File: src/design/cau_pkg.sv
// shared constants and types for the cubic audio upsampler
`default_nettype none
package cau_pkg;
    localparam int MAX_CHANNELS_DEF    = 4;
    localparam int SAMPLE_WIDTH_DEF    = 16;
    localparam int PHASE_FRAC_BITS_DEF = 16;
    localparam int MAX_RESULTS         = 64;

    localparam logic [0:0] REG_PHASE_STEP    = 1'b0;
    localparam logic [0:0] REG_CHANNEL_COUNT = 1'b1;

    // job kinds passed from the front to the back: pass-through or interval
    typedef enum logic [1:0] {
        K_PASS     = 2'd0,
        K_INTERVAL = 2'd1
    } t_kind;

    typedef enum logic [2:0] {
        S_IDLE  = 3'd0,
        S_M3    = 3'd1,
        S_M2    = 3'd2,
        S_M1    = 3'd3,
        S_OUT   = 3'd4,
        S_WAIT  = 3'd5
    } t_state;
endpackage
`default_nettype wire

File: src/design/cau_stream_if.sv
// valid/ready channel interfaces for frames and results
`default_nettype none
interface cau_in_if #(parameter int NCH = 4, parameter int SW = 16);
    logic valid;
    logic ready;
    logic signed [SW-1:0] sample [NCH];
    logic end_of_stream;
    modport source (output valid, output sample, output end_of_stream, input ready);
    modport sink (input valid, input sample, input end_of_stream, output ready);
endinterface

interface cau_out_if #(parameter int NCH = 4, parameter int SW = 16);
    logic valid;
    logic ready;
    logic signed [SW-1:0] out [NCH];
    logic run_last;
    modport source (output valid, output out, output run_last, input ready);
    modport sink (input valid, input out, input run_last, output ready);
endinterface
`default_nettype wire

File: src/design/cau_front.sv
// front end: history, frame classification, pass and interval jobs into a queue
`default_nettype none
module cau_front #(
    parameter int MAX_CHANNELS    = cau_pkg::MAX_CHANNELS_DEF,
    parameter int SAMPLE_WIDTH    = cau_pkg::SAMPLE_WIDTH_DEF,
    parameter int PHASE_FRAC_BITS = cau_pkg::PHASE_FRAC_BITS_DEF
) (
    input  wire logic i_clk,
    input  wire logic i_rst_n,
    cau_in_if.sink    s_in,
    input  wire logic [2:0] i_nch,
    input  wire logic i_pass,
    // job queue write side
    output logic o_job_valid,
    input  wire logic i_job_ready,
    output cau_pkg::t_kind o_job_kind,
    output logic o_job_last,
    output logic o_job_reset_phase,
    output logic signed [SAMPLE_WIDTH-1:0] o_job_p [4][MAX_CHANNELS]
);
    import cau_pkg::*;

    logic signed [SAMPLE_WIDTH-1:0] r_h [3][MAX_CHANNELS];
    logic signed [SAMPLE_WIDTH-1:0] r_cur [MAX_CHANNELS];
    logic [1:0] r_seen;
    logic       r_eos;
    // jobs still to issue for the held frame: 0 none, 1 one (the last), 2 both
    logic [1:0] r_todo;
    logic       r_second;
    logic [1:0] n_seen;
    logic signed [SAMPLE_WIDTH-1:0] cur [MAX_CHANNELS];

    assign s_in.ready = (r_todo == 2'd0);

    always_comb begin
        for (int c = 0; c < MAX_CHANNELS; c++) begin
            cur[c] = (c < int'(i_nch)) ? s_in.sample[c] : '0;
        end
        n_seen = (r_seen < 2'd3) ? r_seen + 2'd1 : 2'd3;
    end

    // capture frame, shift history and count down accepted jobs
    always_ff @(posedge i_clk) begin
        if (!i_rst_n) begin
            r_seen   <= 2'd0;
            r_todo   <= 2'd0;
            r_eos    <= 1'b0;
            r_second <= 1'b0;
        end else if (s_in.valid && s_in.ready) begin
            r_cur <= cur;
            r_h[0] <= r_h[1];
            r_h[1] <= r_h[2];
            r_h[2] <= cur;
            r_eos  <= s_in.end_of_stream;
            r_seen <= s_in.end_of_stream ? 2'd0 : n_seen;
            r_second <= i_pass || (r_seen == 2'd1);
            if (i_pass) begin
                r_todo <= 2'd1;
            end else begin
                case (r_seen)
                    2'd0: r_todo <= 2'd0;
                    2'd1: r_todo <= s_in.end_of_stream ? 2'd1 : 2'd0;
                    default: r_todo <= s_in.end_of_stream ? 2'd2 : 2'd1;
                endcase
            end
        end else if (o_job_valid && i_job_ready) begin
            r_todo   <= r_todo - 2'd1;
            r_second <= 1'b1;
        end
    end

    // previous history snapshot: after shift, r_h[2] is cur, r_h[1] old[2], r_h[0] old[1]
    logic r_pass_job;
    logic r_first_seen3;
    logic r_seen1;
    always_ff @(posedge i_clk) begin
        if (!i_rst_n) begin
            r_pass_job    <= 1'b0;
            r_first_seen3 <= 1'b0;
            r_seen1       <= 1'b0;
        end else if (s_in.valid && s_in.ready) begin
            r_pass_job    <= i_pass;
            r_first_seen3 <= (r_seen == 2'd3);
            r_seen1       <= (r_seen == 2'd1);
        end
    end
    logic signed [SAMPLE_WIDTH-1:0] r_old0 [MAX_CHANNELS];
    always_ff @(posedge i_clk) begin
        if (s_in.valid && s_in.ready) r_old0 <= r_h[0];
    end

    always_comb begin
        o_job_valid = (r_todo != 2'd0);
        o_job_kind  = r_pass_job ? K_PASS : K_INTERVAL;
        o_job_last  = (r_todo == 2'd1);
        o_job_reset_phase = (r_todo == 2'd1) && r_eos;
        if (!r_second) begin
            // regular interval old[1..2] with cur
            o_job_p[0] = r_first_seen3 ? r_old0 : r_h[0];
            o_job_p[1] = r_h[0];
            o_job_p[2] = r_h[1];
            o_job_p[3] = r_cur;
        end else begin
            // flush interval with last frame repeated, two-frame stream doubles its first
            o_job_p[0] = r_seen1 ? r_h[1] : r_h[0];
            o_job_p[1] = r_h[1];
            o_job_p[2] = r_cur;
            o_job_p[3] = r_cur;
        end
        if (r_pass_job) begin
            o_job_p[1] = r_cur;
        end
    end
endmodule
`default_nettype wire

File: src/design/cau_queue.sv
// two-entry job queue between front and back
`default_nettype none
module cau_queue #(
    parameter int W = 8
) (
    input  wire logic i_clk,
    input  wire logic i_rst_n,
    input  wire logic i_wvalid,
    output logic      o_wready,
    input  wire logic [W-1:0] i_wdata,
    output logic      o_rvalid,
    input  wire logic i_rready,
    output logic [W-1:0] o_rdata
);
    logic [W-1:0] r_mem [2];
    logic r_wp, r_rp;
    logic [1:0] r_cnt;

    assign o_wready = (r_cnt != 2'd2);
    assign o_rvalid = (r_cnt != 2'd0);
    assign o_rdata  = r_mem[r_rp];

    // write storage, pointer and fill bookkeeping
    always_ff @(posedge i_clk) begin
        if (!i_rst_n) begin
            r_wp <= 1'b0; r_rp <= 1'b0; r_cnt <= 2'd0;
        end else begin
            if (i_wvalid && o_wready) begin
                r_mem[r_wp] <= i_wdata;
                r_wp <= ~r_wp;
            end
            if (o_rvalid && i_rready) r_rp <= ~r_rp;
            r_cnt <= r_cnt + {1'b0, i_wvalid && o_wready} - {1'b0, o_rvalid && i_rready};
        end
    end
endmodule
`default_nettype wire

File: src/design/cau_back.sv
// back end: phase loop and cubic evaluation with one shared multiplier
`default_nettype none
module cau_back #(
    parameter int MAX_CHANNELS    = cau_pkg::MAX_CHANNELS_DEF,
    parameter int SAMPLE_WIDTH    = cau_pkg::SAMPLE_WIDTH_DEF,
    parameter int PHASE_FRAC_BITS = cau_pkg::PHASE_FRAC_BITS_DEF
) (
    input  wire logic i_clk,
    input  wire logic i_rst_n,
    input  wire logic [PHASE_FRAC_BITS:0] i_step,
    input  wire logic [2:0] i_nch,
    input  wire logic i_job_valid,
    output logic      o_job_ready,
    input  wire cau_pkg::t_kind i_job_kind,
    input  wire logic i_job_last,
    input  wire logic i_job_reset_phase,
    input  wire logic signed [SAMPLE_WIDTH-1:0] i_job_p [4][MAX_CHANNELS],
    cau_out_if.source m_out
);
    import cau_pkg::*;

    localparam int PW = PHASE_FRAC_BITS + 1;
    localparam int CW = SAMPLE_WIDTH + 4;
    localparam int MW = CW + PW + 1;
    localparam int CHW = (MAX_CHANNELS > 1) ? $clog2(MAX_CHANNELS) : 1;
    localparam logic [PW:0] ONE = (PW+1)'(1) << PHASE_FRAC_BITS;
    localparam logic [PW:0] MIN_STEP = (PW+1)'((ONE + 30) / 31);

    t_state r_st, n_st;
    logic [PW:0] r_ph;
    logic [6:0]  r_cnt;
    logic [CHW-1:0] r_ch;
    logic signed [CW-1:0] r_acc;
    logic signed [SAMPLE_WIDTH-1:0] r_res [MAX_CHANNELS];
    logic r_last_job, r_rst_ph, r_pass;
    logic signed [SAMPLE_WIDTH-1:0] r_p [4][MAX_CHANNELS];
    logic r_ovalid, r_olast;
    logic signed [SAMPLE_WIDTH-1:0] r_out [MAX_CHANNELS];

    // coefficient terms of the current channel
    logic signed [CW-1:0] p0, p1, p2, p3, c1, c2, c3, mop;
    logic signed [MW-1:0] prod;
    logic [CW-1:0] rsh;
    logic signed [CW:0] ysum;
    logic signed [SAMPLE_WIDTH-1:0] ysat;
    logic [PW:0] step_eff, n_ph;
    logic more_out, ch_done;

    always_comb begin
        p0 = CW'(r_p[0][r_ch]); p1 = CW'(r_p[1][r_ch]);
        p2 = CW'(r_p[2][r_ch]); p3 = CW'(r_p[3][r_ch]);
        c1 = p2 - p0;
        c2 = (p0 <<< 1) - (p1 <<< 2) - p1 + (p2 <<< 2) - p3;
        c3 = (p1 - p2) + ((p1 - p2) <<< 1) + p3 - p0;
        case (r_st)
            S_M3:    mop = c3;
            S_M2:    mop = c2 + r_acc;
            default: mop = c1 + r_acc;
        endcase
        prod = MW'(mop) * $signed({1'b0, r_ph[PW-1:0]});
        if (r_st == S_M1)
            rsh = CW'((prod + (MW'(1) <<< PHASE_FRAC_BITS)) >>> (PHASE_FRAC_BITS + 1));
        else
            rsh = CW'((prod + (MW'(1) <<< (PHASE_FRAC_BITS - 1))) >>> PHASE_FRAC_BITS);
        ysum = (CW+1)'(p1) + (CW+1)'($signed(rsh));
        if (ysum > (CW+1)'((1 <<< (SAMPLE_WIDTH-1)) - 1))
            ysat = {1'b0, {(SAMPLE_WIDTH-1){1'b1}}};
        else if (ysum < -((CW+1)'(1) <<< (SAMPLE_WIDTH-1)))
            ysat = {1'b1, {(SAMPLE_WIDTH-1){1'b0}}};
        else
            ysat = SAMPLE_WIDTH'(ysum);
        step_eff = ((PW+1)'(i_step) < MIN_STEP) ? MIN_STEP : (PW+1)'(i_step);
        n_ph = r_ph + step_eff;
        more_out = (n_ph <= ONE) && (r_cnt < 7'(MAX_RESULTS - 1));
        ch_done = (int'(r_ch) >= int'(i_nch) - 1);
    end

    assign o_job_ready = (r_st == S_IDLE);
    assign m_out.valid = r_ovalid;
    assign m_out.out = r_out;
    assign m_out.run_last = r_olast;

    always_ff @(posedge i_clk) begin
        if (!i_rst_n) r_st <= S_IDLE;
        else r_st <= n_st;
    end

    always_comb begin
        n_st = r_st;
        case (r_st)
            S_IDLE: if (i_job_valid) n_st = (i_job_kind == K_PASS) ? S_OUT : S_M3;
            S_M3:   n_st = S_M2;
            S_M2:   n_st = S_M1;
            S_M1:   n_st = ch_done ? S_OUT : S_M3;
            S_OUT:  if (!r_ovalid || m_out.ready) n_st = S_WAIT;
            S_WAIT: n_st = (more_out && !r_pass) ? S_M3 : S_IDLE;
            default: n_st = S_IDLE;
        endcase
    end

    // datapath and output register
    always_ff @(posedge i_clk) begin
        if (!i_rst_n) begin
            r_ph <= '0; r_ovalid <= 1'b0; r_cnt <= '0;
        end else begin
            if (r_ovalid && m_out.ready && r_st != S_OUT) r_ovalid <= 1'b0;
            case (r_st)
                S_IDLE: if (i_job_valid) begin
                    r_p <= i_job_p; r_ch <= '0; r_last_job <= i_job_last;
                    r_rst_ph <= i_job_reset_phase;
                    r_pass <= (i_job_kind == K_PASS);
                    for (int c = 0; c < MAX_CHANNELS; c++) r_res[c] <= i_job_p[1][c];
                end
                S_M3: r_acc <= $signed(rsh);
                S_M2: r_acc <= $signed(rsh);
                S_M1: begin
                    r_res[r_ch] <= ysat;
                    r_ch <= r_ch + CHW'(1);
                end
                S_OUT: if (!r_ovalid || m_out.ready) begin
                    r_ovalid <= 1'b1;
                    for (int c = 0; c < MAX_CHANNELS; c++)
                        r_out[c] <= (c < int'(i_nch)) ? r_res[c] : '0;
                    r_olast <= r_pass || (r_last_job && !(more_out));
                    r_cnt <= r_cnt + 7'd1;
                end
                S_WAIT: begin
                    r_ch <= '0;
                    if (!r_pass) begin
                        if (more_out) r_ph <= n_ph;
                        else begin
                            r_ph <= r_rst_ph ? '0 : n_ph - ONE;
                            if (r_last_job) r_cnt <= '0;
                        end
                    end else begin
                        r_cnt <= '0;
                        if (r_rst_ph) r_ph <= '0;
                    end
                end
                default: ;
            endcase
        end
    end
endmodule
`default_nettype wire

File: src/design/cubic_audio_upsampler.sv
// Catmull-Rom cubic audio upsampler, top level
// Frames enter on s_in (valid/ready, beat = one frame of up to four
// channels plus end_of_stream); interpolated frames leave on m_out, one beat
// per output frame, run_last set on the last beat caused by an input frame.
// The front end keeps the three-frame history and queues up to two interval
// jobs per frame; the back end walks the phase and evaluates each channel
// with one shared multiplier, in the multiply steps S_M3, S_M2 and S_M1.
// A frame with phase_step of 1.0 or more is passed through as a single
// output frame. The back end takes one job at a time from the queue,
// computes each output frame channel by channel and loads it into the
// output register; a pass-through job goes to that register directly.
// Reset clears the phase, the frame count, the queue and the output
// register; phase_step resets to 1.0 and channel_count to two.
// When the receiver stalls the result stays in the output register and
// the back end waits; the queue then fills and input ready drops.
// Configuration must be written through i_cfg_we/i_cfg_idx/i_cfg_data only
// while idle; the block itself does not enforce this.
`default_nettype none
module cubic_audio_upsampler #(
    parameter int MAX_CHANNELS    = cau_pkg::MAX_CHANNELS_DEF,
    parameter int SAMPLE_WIDTH    = cau_pkg::SAMPLE_WIDTH_DEF,
    parameter int PHASE_FRAC_BITS = cau_pkg::PHASE_FRAC_BITS_DEF
) (
    input  wire logic i_clk,
    input  wire logic i_rst_n,
    input  wire logic i_cfg_we,
    input  wire logic i_cfg_idx,
    input  wire logic [PHASE_FRAC_BITS:0] i_cfg_data,
    cau_in_if.sink    s_in,
    cau_out_if.source m_out
);
    import cau_pkg::*;

    localparam int PW = PHASE_FRAC_BITS + 1;
    localparam int QW = 2 + 2 + 4 * MAX_CHANNELS * SAMPLE_WIDTH;

    logic [PW-1:0] r_step;
    logic [2:0]    r_nch;
    logic [2:0]    nch;

    // configuration registers
    always_ff @(posedge i_clk) begin
        if (!i_rst_n) begin
            r_step <= PW'(1) << PHASE_FRAC_BITS;
            r_nch  <= 3'd2;
        end else if (i_cfg_we) begin
            case (i_cfg_idx)
                REG_PHASE_STEP:    r_step <= i_cfg_data;
                REG_CHANNEL_COUNT: r_nch  <= i_cfg_data[2:0];
                default: ;
            endcase
        end
    end

    assign nch = (r_nch == 3'd0) ? 3'd1 :
                 (int'(r_nch) > MAX_CHANNELS) ? 3'(MAX_CHANNELS) : r_nch;

    logic f_valid, f_ready, f_last, f_rst;
    t_kind f_kind;
    logic signed [SAMPLE_WIDTH-1:0] f_p [4][MAX_CHANNELS];
    logic q_valid, q_ready, b_last, b_rst;
    t_kind b_kind;
    logic signed [SAMPLE_WIDTH-1:0] b_p [4][MAX_CHANNELS];
    logic [QW-1:0] q_wd, q_rd;

    cau_front #(.MAX_CHANNELS(MAX_CHANNELS), .SAMPLE_WIDTH(SAMPLE_WIDTH),
        .PHASE_FRAC_BITS(PHASE_FRAC_BITS)) u_front (
        .i_clk, .i_rst_n, .s_in, .i_nch(nch),
        .i_pass(r_step[PHASE_FRAC_BITS]),
        .o_job_valid(f_valid), .i_job_ready(f_ready), .o_job_kind(f_kind),
        .o_job_last(f_last), .o_job_reset_phase(f_rst), .o_job_p(f_p));

    // pack the job word for the queue
    always_comb begin
        q_wd[QW-1 -: 2] = f_kind;
        q_wd[QW-3]      = f_last;
        q_wd[QW-4]      = f_rst;
        for (int i = 0; i < 4; i++)
            for (int c = 0; c < MAX_CHANNELS; c++)
                q_wd[(i*MAX_CHANNELS + c)*SAMPLE_WIDTH +: SAMPLE_WIDTH] = f_p[i][c];
    end

    // unpack the job word at the queue head
    always_comb begin
        b_kind = t_kind'(q_rd[QW-1 -: 2]);
        b_last = q_rd[QW-3];
        b_rst  = q_rd[QW-4];
        for (int i = 0; i < 4; i++)
            for (int c = 0; c < MAX_CHANNELS; c++)
                b_p[i][c] = q_rd[(i*MAX_CHANNELS + c)*SAMPLE_WIDTH +: SAMPLE_WIDTH];
    end

    cau_queue #(.W(QW)) u_queue (
        .i_clk, .i_rst_n, .i_wvalid(f_valid), .o_wready(f_ready), .i_wdata(q_wd),
        .o_rvalid(q_valid), .i_rready(q_ready), .o_rdata(q_rd));

    cau_back #(.MAX_CHANNELS(MAX_CHANNELS), .SAMPLE_WIDTH(SAMPLE_WIDTH),
        .PHASE_FRAC_BITS(PHASE_FRAC_BITS)) u_back (
        .i_clk, .i_rst_n, .i_step(r_step), .i_nch(nch),
        .i_job_valid(q_valid), .o_job_ready(q_ready), .i_job_kind(b_kind),
        .i_job_last(b_last), .i_job_reset_phase(b_rst), .i_job_p(b_p), .m_out);

    // front holds a job that the full queue has not accepted
    a_q_full: assert property (@(posedge i_clk) disable iff (!i_rst_n)
        (f_valid && !f_ready) |=> f_valid)
        else $error("job dropped at queue");
    a_out_hold: assert property (@(posedge i_clk) disable iff (!i_rst_n)
        (m_out.valid && !m_out.ready) |=> m_out.valid)
        else $error("result lost under stall");
    a_pass_last: assert property (@(posedge i_clk) disable iff (!i_rst_n)
        (q_valid && q_ready && b_kind == K_PASS) |-> b_last)
        else $error("pass job not last");
endmodule
`default_nettype wire

File: src/flat_wrapper.sv
// flat-port wrapper written by rule: the top's interface ports become plain ports
module cubic_audio_upsampler_flat import cau_pkg::*;
#(
    parameter int MAX_CHANNELS    = cau_pkg::MAX_CHANNELS_DEF,
    parameter int SAMPLE_WIDTH    = cau_pkg::SAMPLE_WIDTH_DEF,
    parameter int PHASE_FRAC_BITS = cau_pkg::PHASE_FRAC_BITS_DEF
)
  (i_clk, i_rst_n, i_cfg_we, i_cfg_idx, i_cfg_data, s_in_valid, s_in_sample, s_in_end_of_stream, s_in_ready, m_out_valid, m_out_out, m_out_run_last, m_out_ready);
  cau_in_if #(.NCH(4), .SW(16)) s_in_i ();
  cau_out_if #(.NCH(4), .SW(16)) m_out_i ();
  input  wire logic i_clk;
  input  wire logic i_rst_n;
  input  wire logic i_cfg_we;
  input  wire logic i_cfg_idx;
  input  wire logic [PHASE_FRAC_BITS:0] i_cfg_data;
  input wire logic [$bits(s_in_i.valid)-1:0] s_in_valid;
  input wire logic [$bits(s_in_i.sample)-1:0] s_in_sample;
  input wire logic [$bits(s_in_i.end_of_stream)-1:0] s_in_end_of_stream;
  output wire logic [$bits(s_in_i.ready)-1:0] s_in_ready;
  output wire logic [$bits(m_out_i.valid)-1:0] m_out_valid;
  output wire logic [$bits(m_out_i.out)-1:0] m_out_out;
  output wire logic [$bits(m_out_i.run_last)-1:0] m_out_run_last;
  input wire logic [$bits(m_out_i.ready)-1:0] m_out_ready;
  assign s_in_i.valid = s_in_valid;
  assign s_in_i.sample = {>>{s_in_sample}};
  assign s_in_i.end_of_stream = s_in_end_of_stream;
  assign s_in_ready = s_in_i.ready;
  assign m_out_valid = m_out_i.valid;
  assign m_out_out = {>>{m_out_i.out}};
  assign m_out_run_last = m_out_i.run_last;
  assign m_out_i.ready = m_out_ready;
  cubic_audio_upsampler #(.MAX_CHANNELS(MAX_CHANNELS), .SAMPLE_WIDTH(SAMPLE_WIDTH), .PHASE_FRAC_BITS(PHASE_FRAC_BITS)) u_core (.i_clk(i_clk), .i_rst_n(i_rst_n), .i_cfg_we(i_cfg_we), .i_cfg_idx(i_cfg_idx), .i_cfg_data(i_cfg_data), .s_in(s_in_i), .m_out(m_out_i));
endmodule
File: config.mk
export PLATFORM = sky130hd
export DESIGN_NAME = cubic_audio_upsampler_flat
export DESIGN_NICKNAME = d
export VERILOG_FILES = /design/src/design/cau_pkg.sv /design/src/design/cau_stream_if.sv /design/src/design/cau_front.sv /design/src/design/cau_queue.sv /design/src/design/cau_back.sv /design/src/design/cubic_audio_upsampler.sv /design/src/flat_wrapper.sv
export SDC_FILE = /design/constraint.sdc
export NUM_CORES = 2
export LEC_CHECK = 0
export BUFFER_PORTS_ARGS = -buffer_cell sky130_fd_sc_hd__buf_2
export CAP_MARGIN = 25
export CORE_UTILIZATION = 60
export DETAILED_ROUTE_END_ITERATION = 10
export GPL_TIMING_DRIVEN = 0
export PLACE_DENSITY = 0.8
export SLEW_MARGIN = 20
export SYNTH_ARGS = -nofsm -noshare
export SYNTH_HDL_FRONTEND = slang
export SYNTH_HIERARCHICAL = 1
export SYNTH_SLANG_ARGS = --single-unit
File: constraint.sdc
create_clock -name i_clk -period 46.5 [get_ports i_clk]
set_input_delay 4.65 -clock i_clk [delete_from_list [all_inputs] [get_ports i_clk]]
set_output_delay 4.65 -clock i_clk [all_outputs]
set_load 0.01 [all_outputs]
==> flow_summary_export.csv <==
group,metric,value,unit
place,place_congestion,0.992,
yosys,yosys_warnings,6,
outcome,outcome,"complete, no violations",
clock_network,cts_tree,"done",
global_routing,grt_overflow,0,
sta,setup_viol,0,
yosys,ys_ff_latch,1249,
setup_path,crit_family,"compound AO/OA/AOI/OAI gates",
yosys,synthArstFlopShare,0,%
final_layout,layout_common_cells,"edfxtp_1 (1186), inv_1 (643), fa_1 (451), nand2_1 (407), mux2_4 (231)",
sta,tns,0,ns
setup_path,crit_slowest_cell,"clkbuf_1",
sta,min_period_over_period,45.9,%
die,die_area,0.122,mm2
yosys,synth_fp_nets,6240,
setup_path,worstSetupPathType,"reg -> reg",
clock_network,cts.path.max_buffers,3,
global_routing,antenna_found_initial,12,
clock_network,cts_made_buffers,118,
yosys,syn_avg_cell_area,13.2,um2
yosys,synth_top_flop_cell,"edfxtp_1",
setup_path,critical_path.most_common_cell,"fa_1",
detailed_routing,wire_per_inst,27.6,um
final_layout,area_growth_syn_to_layout,9.83,%
flow_run,max_cap_violations,0,
final_layout,final_common_cell,"edfxtp_1",
yosys,synth.top_cell.area_share,49.2,%
clock_network,h-tree-depth,3,
sta,grt_setup_unrepaired,"no",
setup_path,cp.required,46.90,ns
setup_path,arrival,21.76,ns
yosys,ys_top_cells_by_area,"edfxtp_1 (49%), fa_1 (12%), mux2_4 (4.8%), ha_1 (3.8%), inv_1 (3.3%)",
global_routing,grt_pass1_wl,300000,um
yosys,yosysUniqueCellTypes,102,
setup_path,worstSetupStartpointType,"flop",
detailed_routing,antenna_left,0,
clock_network,cts_post_setup_buffers_inserted,0,
yosys,synth_top_cell_by_area,"edfxtp_1",
clock_network,hold_buffers,0,
clock_network,clkSinkCount,1249,
setup_path,cp_max_fo,10,
sta,layout_min_cycle_time,21.36,ns
die,num_rows,127,
place,port_buffers,154,
detailed_routing,drtPass1Iterations,6,
die,io_pins,155,
final_layout,regArea,0.0369,mm2
detailed_routing,route.detailed.drc,0,
sta,hold_viol,0,
sta,relSlewSlack,21.7,%
final_layout,nNetsFinal,6545,
setup_path,max_stage_delay,0.94,ns
yosys,synth_area,0.0724,mm2
detailed_routing,viasPerCell,6.14,
final_layout,drive_gt1_share,16.1,%
die,die_y,349,um
global_routing,grt_pass1_vias,46300,
setup_path,end_kind,"flop",
min_path,hold_class,"reg -> reg",
die,coreArea,0.120,mm2
clock_network,clk_pin_slew,0.07,ns
setup_path,crit_buf_inv,11,
global_routing,track_usage,34.1,%
sta,worst_slew_pin_slew,1.18,ns
detailed_routing,routed_wirelength,207000,um
clock_network,clockRootBuffer,"clkbuf_16",
yosys,yosysSeqAreaShare,50.9,%
yosys,synth_edf_count,1186,
global_routing,grt_max_degree,86,
final_layout,multi_input_comb_area,0.0313,mm2
die,die_w,349,um
clock_network,cts_resized,0,
sta,fin_skew,0.0329,ns
final_layout,nFillCells,8447,
sta,slew_viol_final,0,
place,dp_hpwl,158000,um
die,start_util,60.5,%
yosys,synthCells,5480,
sta,fmax,46.8,MHz
detailed_routing,first_iter_violations,5240,
clock_network,clkLatencyLatePin,0.74,ns
detailed_routing,vias,46000,
flip-flops by register name, summed over array words and instances, names as in the netlist, 2 cells and up, named ones only:
signal	cells
u_core/r_nch	3
u_core/r_step	17
u_core/u_back/m_out.out	64
u_core/u_back/r_acc	20
u_core/u_back/r_ch	2
u_core/u_back/r_cnt	7
u_core/u_back/r_p	256
u_core/u_back/r_ph	18
u_core/u_back/r_res	64
u_core/u_back/r_st	3
u_core/u_front/r_cur	61
u_core/u_front/r_h	131
u_core/u_front/r_old0	64
u_core/u_front/r_seen	2
u_core/u_front/r_todo	2
u_core/u_queue/r_cnt	2
u_core/u_queue/r_mem	520
synthesized netlist by cell type, drive strengths merged (7+ instances only):
| library cell | n |
|---|---|
| a211oi | 90 |
| a21boi | 12 |
| a21o | 46 |
| a21oi | 225 |
| a22o | 10 |
| a22oi | 15 |
| a31oi | 17 |
| and2 | 231 |
| and3 | 11 |
| buf | 169 |
| clkbuf | 130 |
| dfxtp | 63 |
| edfxtp | 1186 |
| fa | 451 |
| ha | 221 |
| inv | 647 |
| mux2 | 325 |
| mux2i | 159 |
| mux4 | 64 |
| nand2 | 407 |
| nand2b | 28 |
| nand3 | 33 |
| nand3b | 7 |
| nand4 | 10 |
| nor2 | 172 |
| nor2b | 175 |
| nor3 | 46 |
| o211ai | 8 |
| o21a | 22 |
| o21ai | 185 |
| o21bai | 16 |
| o221ai | 10 |
| o31ai | 7 |
| or2 | 11 |
| or3 | 13 |
| xnor2 | 105 |
| xor2 | 55 |
layer usage:
| metal | vias to the layer above | GRT usage, % | wire length [um] |
|---|---|---|---|
| li1 | 19600 | - | - |
| met1 | 23000 | 42.8 | 74300 |
| met2 | 2770 | 55.5 | 97700 |
| met3 | 592 | 6.72 | 20700 |
| met4 | 6 | 19.9 | 14000 |
| met5 | - | 0 | 56 |
logic make-up (layout without fill, tap and decap cells):
logic type	count (synthesis)	in the layout	synth area share (%)
buf+inv	948	1347	5.91
fa+ha+maj	675	675	16.3
compound gates	726	726	6.32
simple gates	1173	1173	8.16
xor+xnor	160	160	1.93
flops	1249	1249	50.9
other cells	1	6	0.00518
mux	548	548	10.4
area by class of cell:
class                   instances  share of cell area, %
multi-input cells            3283                   39.4
clock inverters                70                  0.716
diodes                          5                 0.0157
clock buffers                 144                   3.83
repair buffers                185                   1.75
inverters                     649                   3.08
plain buffers                 299                   2.33
well taps                    1612                   2.54
flip-flops and latches       1249                   46.4
stage by stage:
step	utilization, %	instance area [um2]	worst slack [ns]	hold slack, ns	cells
floorplan	-	72400	30.10	0.435	5480
CTS	66.4	79500	25.55	0.458	7490
finish	66.4	79600	25.14	0.456	7496
global placement	62.8	75200	22.64	0.447	7246
global route	66.4	79500	24.35	0.476	7491
detailed placement	63.4	75900	25.72	0.448	7276
worst paths after layout:
check | startpoint | end | slack, ns | cells past startpoint
setup / recovery | u_core/u_back/r_ch[1]$_SDFFCE_PN0P_ | u_core/u_back/r_res[0][14]$_DFFE_PP_ | 25.14 | 60
hold / removal | u_core/r_nch[0]$_SDFFE_PN0P_ | u_core/r_nch[0]$_SDFFE_PN0P_ | 0.46 | 2
setup reg to reg | u_core/u_back/r_ch[1]$_SDFFCE_PN0P_ | u_core/u_back/r_res[0][14]$_DFFE_PP_ | 25.14 | 60
hold reg to reg | u_core/r_nch[0]$_SDFFE_PN0P_ | u_core/r_nch[0]$_SDFFE_PN0P_ | 0.46 | 2
worst reg2reg max path, delay by kind of cell (launching register included):
kind                       cells  cell delay [ns]
DFF                            1             0.42
buffers and inverters         11             3.93
adders and majority gates     12             5.30
muxes                          2             0.86
AOI/OAI and AO/OA             24             8.00
xor gates and xnor gates       4             0.91
and+or+nand+nor                7             1.61
Power is not shown: default switching activity piles up to over one toggle a cycle in this logic, so the estimate is an artifact.
